--- config.mk ---
export PLATFORM = sky130hd
export DESIGN_NAME = three_class_weighted_queue_scheduler
export DESIGN_NICKNAME = d
export VERILOG_FILES = /design/src/rtl/twqs_pkg.sv /design/src/rtl/three_class_weighted_queue_scheduler.sv
export SDC_FILE = /design/constraint.sdc
export NUM_CORES = 2
export LEC_CHECK = 0
export BUFFER_PORTS_ARGS = -buffer_cell sky130_fd_sc_hd__buf_2
export CAP_MARGIN = 5
export CORE_MARGIN = 5
export CORE_UTILIZATION = 63
export CTS_CLUSTER_DIAMETER = 30
export DETAILED_ROUTE_END_ITERATION = 12
export PLACE_DENSITY = 0.79
export SYNTH_ARGS = -nofsm -noshare
export SYNTH_HDL_FRONTEND = slang
export SYNTH_SLANG_ARGS = --single-unit
--- constraint.sdc ---
create_clock -name aclk -period 6.5 [get_ports aclk]
set_clock_uncertainty 0.2 [all_clocks]
set_input_delay 0.325 -clock aclk [delete_from_list [all_inputs] [get_ports aclk]]
set_output_delay 0.325 -clock aclk [all_outputs]
set_load 0.1 [all_outputs]
--- src/rtl/twqs_pkg.sv ---
// ============================================================================
// twqs_pkg
// Shared constants for the three-class weighted queue scheduler: class and
// status codes, register map and default sizes.
// ============================================================================
package twqs_pkg;

    localparam int DEFAULT_QUEUE_DEPTH = 64;
    localparam int DEFAULT_ID_WIDTH    = 16;

    localparam int NUM_CLASSES = 3;
    localparam int CNT_W       = 4;

    localparam int APB_DATA_W = 32;
    localparam int APB_ADDR_W = 2;

    localparam logic [APB_ADDR_W-1:0] ADDR_BURST_LIMIT = 2'd0;
    localparam logic [CNT_W-1:0]      BURST_LIMIT_RESET = 4'd3;

    localparam logic REQ_ENQUEUE = 1'b0;
    localparam logic REQ_DEQUEUE = 1'b1;

    localparam logic [1:0] ZONE_GREEN  = 2'd0;
    localparam logic [1:0] ZONE_YELLOW = 2'd1;
    localparam logic [1:0] ZONE_RED    = 2'd2;
    localparam logic [1:0] ZONE_NONE   = 2'd3;

    localparam logic [1:0] STATUS_OK      = 2'd0;
    localparam logic [1:0] STATUS_FULL    = 2'd1;
    localparam logic [1:0] STATUS_EMPTY   = 2'd2;
    localparam logic [1:0] STATUS_INVALID = 2'd3;

endpackage

--- src/rtl/three_class_weighted_queue_scheduler.sv ---
// ============================================================================
// three_class_weighted_queue_scheduler
// Three FIFO queues (green, yellow, red) of QUEUE_DEPTH identifiers each.
// An enqueue word appends a nonzero identifier to one class; a dequeue word
// serves red, then yellow, then green, each limited to burst_limit words
// (zero acts as one) in a row while another class is still eligible. Every
// request word yields exactly one result word. The block takes one request
// per cycle while the result register is empty or being drained: the
// request lands in an input register, then the class decision, pointer and
// count updates and the queue memory read complete into the result
// register. A stalled result holds the input register, so s_ready drops
// until m_ready returns. Each queue is a single-port-per-side memory with a
// registered read. The queue memories are not cleared; only pointers,
// occupancy and burst counts reset, so no clearing pass follows reset.
// ============================================================================
module three_class_weighted_queue_scheduler #(
    parameter int QUEUE_DEPTH = twqs_pkg::DEFAULT_QUEUE_DEPTH,
    parameter int ID_WIDTH    = twqs_pkg::DEFAULT_ID_WIDTH
) (
    input  logic                             aclk,
    input  logic                             aresetn,

    input  logic                             psel,
    input  logic                             penable,
    input  logic                             pwrite,
    input  logic [twqs_pkg::APB_ADDR_W-1:0]  paddr,
    input  logic [twqs_pkg::APB_DATA_W-1:0]  pwdata,
    output logic [twqs_pkg::APB_DATA_W-1:0]  prdata,
    output logic                             pready,

    input  logic                             s_valid,
    output logic                             s_ready,
    input  logic                             s_req_type,
    input  logic [1:0]                       s_zone,
    input  logic [ID_WIDTH-1:0]              s_item_id,

    output logic                             m_valid,
    input  logic                             m_ready,
    output logic [ID_WIDTH-1:0]              m_served_id,
    output logic [1:0]                       m_served_zone,
    output logic [1:0]                       m_status
);

    import twqs_pkg::*;

    localparam int PTR_W = $clog2(QUEUE_DEPTH);
    localparam int OCC_W = $clog2(QUEUE_DEPTH + 1);

    logic [CNT_W-1:0] burst_limit_reg;

    logic                in_valid_reg;
    logic                in_req_reg;
    logic [1:0]          in_zone_reg;
    logic [ID_WIDTH-1:0] in_id_reg;

    logic       out_valid_reg;
    logic [1:0] served_zone_reg;
    logic [1:0] status_reg;

    logic [PTR_W-1:0]    rd_ptr_reg  [NUM_CLASSES];
    logic [PTR_W-1:0]    wr_ptr_reg  [NUM_CLASSES];
    logic [OCC_W-1:0]    occ_reg     [NUM_CLASSES];
    logic [CNT_W-1:0]    cnt_reg     [NUM_CLASSES];
    logic [ID_WIDTH-1:0] rd_data_reg [NUM_CLASSES];

    logic [PTR_W-1:0] rd_ptr_next [NUM_CLASSES];
    logic [PTR_W-1:0] wr_ptr_next [NUM_CLASSES];
    logic [OCC_W-1:0] occ_next    [NUM_CLASSES];
    logic [CNT_W-1:0] cnt_next    [NUM_CLASSES];

    logic                   advance;
    logic                   in_take;
    logic                   cfg_write;
    logic                   is_enq;
    logic                   bad_req;
    logic                   enq_full;
    logic                   any_elig;
    logic [CNT_W-1:0]       limit;
    logic [NUM_CLASSES-1:0] nonempty;
    logic [NUM_CLASSES-1:0] elig;
    logic [NUM_CLASSES-1:0] cand;
    logic [NUM_CLASSES-1:0] full;
    logic [NUM_CLASSES-1:0] enq_hit;
    logic [NUM_CLASSES-1:0] push;
    logic [NUM_CLASSES-1:0] pop;
    logic [1:0]             pick;
    logic [1:0]             served_zone_next;
    logic [1:0]             status_next;

    // configuration port
    assign pready    = 1'b1;
    assign cfg_write = psel && penable && pwrite && pready;

    always_comb begin
        prdata = '0;
        if (paddr == ADDR_BURST_LIMIT) begin
            prdata = {{(APB_DATA_W-CNT_W){1'b0}}, burst_limit_reg};
        end
    end

    always_ff @(posedge aclk) begin
        if (!aresetn) begin
            burst_limit_reg <= BURST_LIMIT_RESET;
        end else if (cfg_write && paddr == ADDR_BURST_LIMIT) begin
            burst_limit_reg <= pwdata[CNT_W-1:0];
        end
    end

    // handshake
    assign advance = in_valid_reg && (!out_valid_reg || m_ready);
    assign s_ready = !in_valid_reg || advance;
    assign in_take = s_valid && s_ready;

    always_ff @(posedge aclk) begin
        if (!aresetn) begin
            in_valid_reg <= 1'b0;
        end else if (in_take) begin
            in_valid_reg <= 1'b1;
        end else if (advance) begin
            in_valid_reg <= 1'b0;
        end
    end

    always_ff @(posedge aclk) begin
        if (in_take) begin
            in_req_reg  <= s_req_type;
            in_zone_reg <= s_zone;
            in_id_reg   <= s_item_id;
        end
    end

    // class decision
    assign is_enq  = (in_req_reg == REQ_ENQUEUE);
    assign bad_req = (in_zone_reg == ZONE_NONE) || (in_id_reg == '0);
    assign limit   = (burst_limit_reg == '0) ? CNT_W'(1) : burst_limit_reg;

    always_comb begin
        for (int c = 0; c < NUM_CLASSES; c++) begin
            nonempty[c] = (occ_reg[c] != '0);
            elig[c]     = nonempty[c] && (cnt_reg[c] < limit);
            full[c]     = (occ_reg[c] == OCC_W'(QUEUE_DEPTH));
            enq_hit[c]  = is_enq && (in_zone_reg == 2'(c));
        end
    end

    assign any_elig = |elig;
    assign cand     = any_elig ? elig : nonempty;
    assign enq_full = |(enq_hit & full);

    always_comb begin
        if (cand[ZONE_RED]) begin
            pick = ZONE_RED;
        end else if (cand[ZONE_YELLOW]) begin
            pick = ZONE_YELLOW;
        end else if (cand[ZONE_GREEN]) begin
            pick = ZONE_GREEN;
        end else begin
            pick = ZONE_NONE;
        end
    end

    always_comb begin
        if (is_enq) begin
            served_zone_next = ZONE_NONE;
            if (bad_req) begin
                status_next = STATUS_INVALID;
            end else if (enq_full) begin
                status_next = STATUS_FULL;
            end else begin
                status_next = STATUS_OK;
            end
        end else begin
            served_zone_next = pick;
            status_next      = (pick == ZONE_NONE) ? STATUS_EMPTY : STATUS_OK;
        end
    end

    // queue state update
    always_comb begin
        for (int c = 0; c < NUM_CLASSES; c++) begin
            push[c] = advance && enq_hit[c] && !bad_req && !full[c];
            pop[c]  = advance && !is_enq && (pick == 2'(c));

            wr_ptr_next[c] = wr_ptr_reg[c];
            rd_ptr_next[c] = rd_ptr_reg[c];
            occ_next[c]    = occ_reg[c];
            if (push[c]) begin
                wr_ptr_next[c] = (wr_ptr_reg[c] == PTR_W'(QUEUE_DEPTH - 1)) ?
                                 '0 : wr_ptr_reg[c] + 1'b1;
                occ_next[c]    = occ_reg[c] + 1'b1;
            end
            if (pop[c]) begin
                rd_ptr_next[c] = (rd_ptr_reg[c] == PTR_W'(QUEUE_DEPTH - 1)) ?
                                 '0 : rd_ptr_reg[c] + 1'b1;
                occ_next[c]    = occ_reg[c] - 1'b1;
            end

            cnt_next[c] = cnt_reg[c];
            if (advance && !is_enq) begin
                cnt_next[c] = any_elig ? cnt_reg[c] : '0;
                if (pick == 2'(c)) begin
                    cnt_next[c] = cnt_next[c] + 1'b1;
                end
            end
        end
        // clear higher classes when a lower one is served
        if (advance && !is_enq && (pick == ZONE_YELLOW || pick == ZONE_GREEN)) begin
            cnt_next[ZONE_RED] = '0;
        end
        if (advance && !is_enq && pick == ZONE_GREEN) begin
            cnt_next[ZONE_YELLOW] = '0;
        end
    end

    always_ff @(posedge aclk) begin
        if (!aresetn) begin
            for (int c = 0; c < NUM_CLASSES; c++) begin
                rd_ptr_reg[c] <= '0;
                wr_ptr_reg[c] <= '0;
                occ_reg[c]    <= '0;
                cnt_reg[c]    <= '0;
            end
        end else begin
            for (int c = 0; c < NUM_CLASSES; c++) begin
                rd_ptr_reg[c] <= rd_ptr_next[c];
                wr_ptr_reg[c] <= wr_ptr_next[c];
                occ_reg[c]    <= occ_next[c];
                cnt_reg[c]    <= cnt_next[c];
            end
        end
    end

    // queue memories
    for (genvar g = 0; g < NUM_CLASSES; g++) begin : g_queue
        logic [ID_WIDTH-1:0] mem [QUEUE_DEPTH];

        always_ff @(posedge aclk) begin
            if (push[g]) begin
                mem[wr_ptr_reg[g]] <= in_id_reg;
            end
        end

        always_ff @(posedge aclk) begin
            if (pop[g]) begin
                rd_data_reg[g] <= mem[rd_ptr_reg[g]];
            end
        end
    end

    // result register
    always_ff @(posedge aclk) begin
        if (!aresetn) begin
            out_valid_reg <= 1'b0;
        end else if (advance) begin
            out_valid_reg <= 1'b1;
        end else if (m_ready) begin
            out_valid_reg <= 1'b0;
        end
    end

    always_ff @(posedge aclk) begin
        if (advance) begin
            served_zone_reg <= served_zone_next;
            status_reg      <= status_next;
        end
    end

    always_comb begin
        case (served_zone_reg)
            ZONE_GREEN:  m_served_id = rd_data_reg[ZONE_GREEN];
            ZONE_YELLOW: m_served_id = rd_data_reg[ZONE_YELLOW];
            ZONE_RED:    m_served_id = rd_data_reg[ZONE_RED];
            default:     m_served_id = '0;
        endcase
    end

    assign m_valid       = out_valid_reg;
    assign m_served_zone = served_zone_reg;
    assign m_status      = status_reg;

endmodule

==> impl_metrics.py <==
metrics = {
    "clock_network": {
        "cts_buffers": 532,
        "cts_tree": "done",
        "clk_pin_slew_ns": 0.05,
        "cts_root_buf": "clkbuf_16",
        "cts_max_level": 6,
        "insertion_delay_ns": 0.97,
        "clock_path_buffers": 4,
        "clkSinkCount": 3218,
    },
    "yosys": {
        "async_flop_share_pct": 0,
        "ys_ff_latch": 3218,
        "synth_ff_type": "edfxtp_1",
        "synth_cells": 5298,
        "yosys_warnings": 0,
        "synth_compound_area_share_pct": 0.677,
        "synth_area_leader_cell": "edfxtp_1",
        "synthAdderAreaFrac_pct": 0.381,
        "synthMuxAreaShare_pct": 18.6,
        "syn_area_um2": 124000,
        "synth_top_family_by_area": "multiplexers",
        "synthTopCellsByArea": "edfxtp_1 (76%), mux4_2 (18%), dfxtp_1 (1.2%)",
        "synthDistinctLibCells": 64,
        "synth_area_per_cell_um2": 23.4,
        "synth_top_area_share_pct": 76.0,
        "yosysSeqAreaShare_pct": 77.2,
        "yosys.area_share.simple_pct": 1.82,
        "synth-xor-area-share_pct": 0.205,
        "synth_edf_count": 3143,
    },
    "sta": {
        "hold_violations": 0,
        "rsz0062_at_grt": "no",
        "period_share_pct": 82.6,
        "fin_ws_ns": 1.13,
        "setup_viol": 0,
        "slew_violations": 67,
        "tightest_slew_ns": 1.55,
        "fin_crit_ns": 5.37,
        "relSlewSlack_pct": -3.38,
        "fin_tns_setup_ns": 0,
        "clock.fmax_mhz": 186,
    },
    "route": {
        "postRouteWirelength_mm": 380,
        "vias_per_cell": 7.37,
        "antenna_left": 0,
        "drc": 0,
        "first_pass_iters": 12,
        "dr.first_iter.drc_count": 12800,
        "wire_per_inst_um": 42.2,
        "vias": 66200,
    },
    "global_routing": {
        "grt_overflow": 0,
        "grt_pass1_vias": 67700,
        "grt_pass1_wl_mm": 531,
        "grt_max_degree": 193,
        "antenna_found_initial": 30,
        "globalRouteTotalUtil_pct": 37.3,
    },
    "outcome": {
        "status": "finished, violations left",
        "violations": "max-slew violations",
    },
    "setup_path": {
        "slowest_stage": "nor4_1",
        "cp.arrival_ns": 6.00,
        "worstPathMaxFanout": 32,
        "path_delay_family": "simple AND/OR/NAND/NOR gates",
        "crit_required_ns": 7.14,
        "endpoint_kind": "flop",
        "critPathBufInv": 2,
        "path_class": "flop to flop",
        "crit_path_start_kind": "flop",
        "worstPathCellList": "inv_1 > ha_1 > a21o_1 > a21oi_1 > nand2_1 > nor4_1 > nor2_2 > inv_2 > ha_1 > nor2b_1 > o21ai_0 > nor2b_1 > o21bai_1 > a21oi_1 > mux2i_1 > mux2i_1",
        "max_stage_delay_ns": 0.86,
    },
    "finish": {
        "nets": 6032,
        "final_common_cell": "edfxtp_1",
        "largest_reg_flops": 3072,
        "design_area_um2": 148000,
        "drive_above_1_share_pct": 34.7,
        "layout_common_cells": "edfxtp_1 (3143), mux4_2 (1008), clkbuf_16 (555)",
        "area_growth_pct": 18.9,
    },
    "place": {
        "gp_congestion": 0.921,
        "hpwl_mm": 161,
        "numPortBuffers": 57,
        "pre_cts_ws_ns": 1.32,
        "post_dp_cell_area_um2": 129000,
    },
    "flow_run": {
        "drv_cap": 0,
    },
    "floorplan": {
        "start_util_pct": 63.1,
        "coreArea_um2": 197000,
        "pin_count": 115,
        "std_cell_rows": 163,
        "dieArea_um2": 206000,
        "die_h_um": 454,
        "die_w_um": 454,
    },
    "power_and_ir_drop": {
        "power_mw": 52.9,
        "power.density_nw_per_um2": 358,
        "leakage_nw": 46.3,
        "irDropWorstVdd_uv": 454,
    },
    "hold_path": {
        "hold_class": "flop to flop",
    },
}
[through the flow]
step	util [%]	std cells	hold slack, ns
after floorplan	-	5325	0.224
after global placement	65.5	7979	0.259
after detailed placement	65.5	7979	0.271
after CTS	74.9	8967	0.183
after global routing	75.0	8974	0.292
final	75.0	8986	0.281
[power breakdown]
group          switching (mW)  internal, mW
Clock                    10.7          18.5
Sequential             0.0274          22.8
Combinational           0.673         0.181
Total                    11.4          41.5
[synthesized netlist by cell type (all sizes together), types with 2 or more instances]
cell type and count:
nand2 89, o21ai 34, o21bai 6, and3 6, nor3 14, o211ai 3, a31oi 4, nor2b 8
a22oi 3, nand2b 5, or3 11, nand3 41, or2 3, buf 119, a211o 2, o21a 2
o31ai 2, o41ai 4, conb 2, and2 9, ha 33, mux2i 33, a21o 13, dfxtp 75
clkbuf 196, edfxtp 3143, or3b 4, nand4b 6, nand4 10, xor2 10, nor2 254, or4 8
mux4 1008, a211oi 3, nor4 11, inv 28, a21oi 46, o311ai 2, fa 3, xnor2 19
nand3b 13
[final cells by class]
cell class | count | area (µm²)
inverter | 28 | 108
clock buffer | 603 | 14100
multi-input combinational | 1764 | 27000
timing repair buffer | 392 | 3340
sequential | 3218 | 95900
fill | 9274 | 49100
tap | 2640 | 3300
antenna | 14 | 35.0
clock inverter | 327 | 3900
[worst min-delay path: cells and delay by family (launching register included)]
family,cells,cell delay (ns)
and+or+nand+nor,1,0.06
DFF,1,0.32
AOI/OAI and AO/OA,1,0.05
[cell families (layout without fill, tap and decap cells)]
kind of cell,Yosys count,in the layout
other cells,2,43
simple gates,495,495
fa+ha+maj,36,36
buf+inv,343,1350
compound gates,133,133
mux,1042,1042
flops,3218,3218
xor+xnor,29,29
[worst paths after layout]
| kind | to | slack, ns | depth (start not counted) | start |
|---|---|---|---|---|
| min reg2reg | occ_reg[0][10] | 0.28 | 2 | occ_reg[0][10] |
| max reg2reg | occ_reg[0][13] | 1.13 | 16 | burst_limit_reg[2] |
| max | occ_reg[0][13] | 1.13 | 16 | burst_limit_reg[2] |
| min | occ_reg[0][10] | 0.28 | 2 | occ_reg[0][10] |
[metal layers]
metal  wire (µm)  global-route usage (%)  part of all wire, %
met3       48900                    9.50                   13
met2      188000                    60.4                   50
met1      116000                    47.2                   30
met4       27000                    20.3                  7.1
met5         201                       0                0.053
[what timing repair did]
action	in CTS	in global routing
hold endpoints to repair	74	0
hold buffers	58	0
resized for setup	0	0
buffers inserted	0	0
No activity file was read; power rests on OpenSTA's default activity.
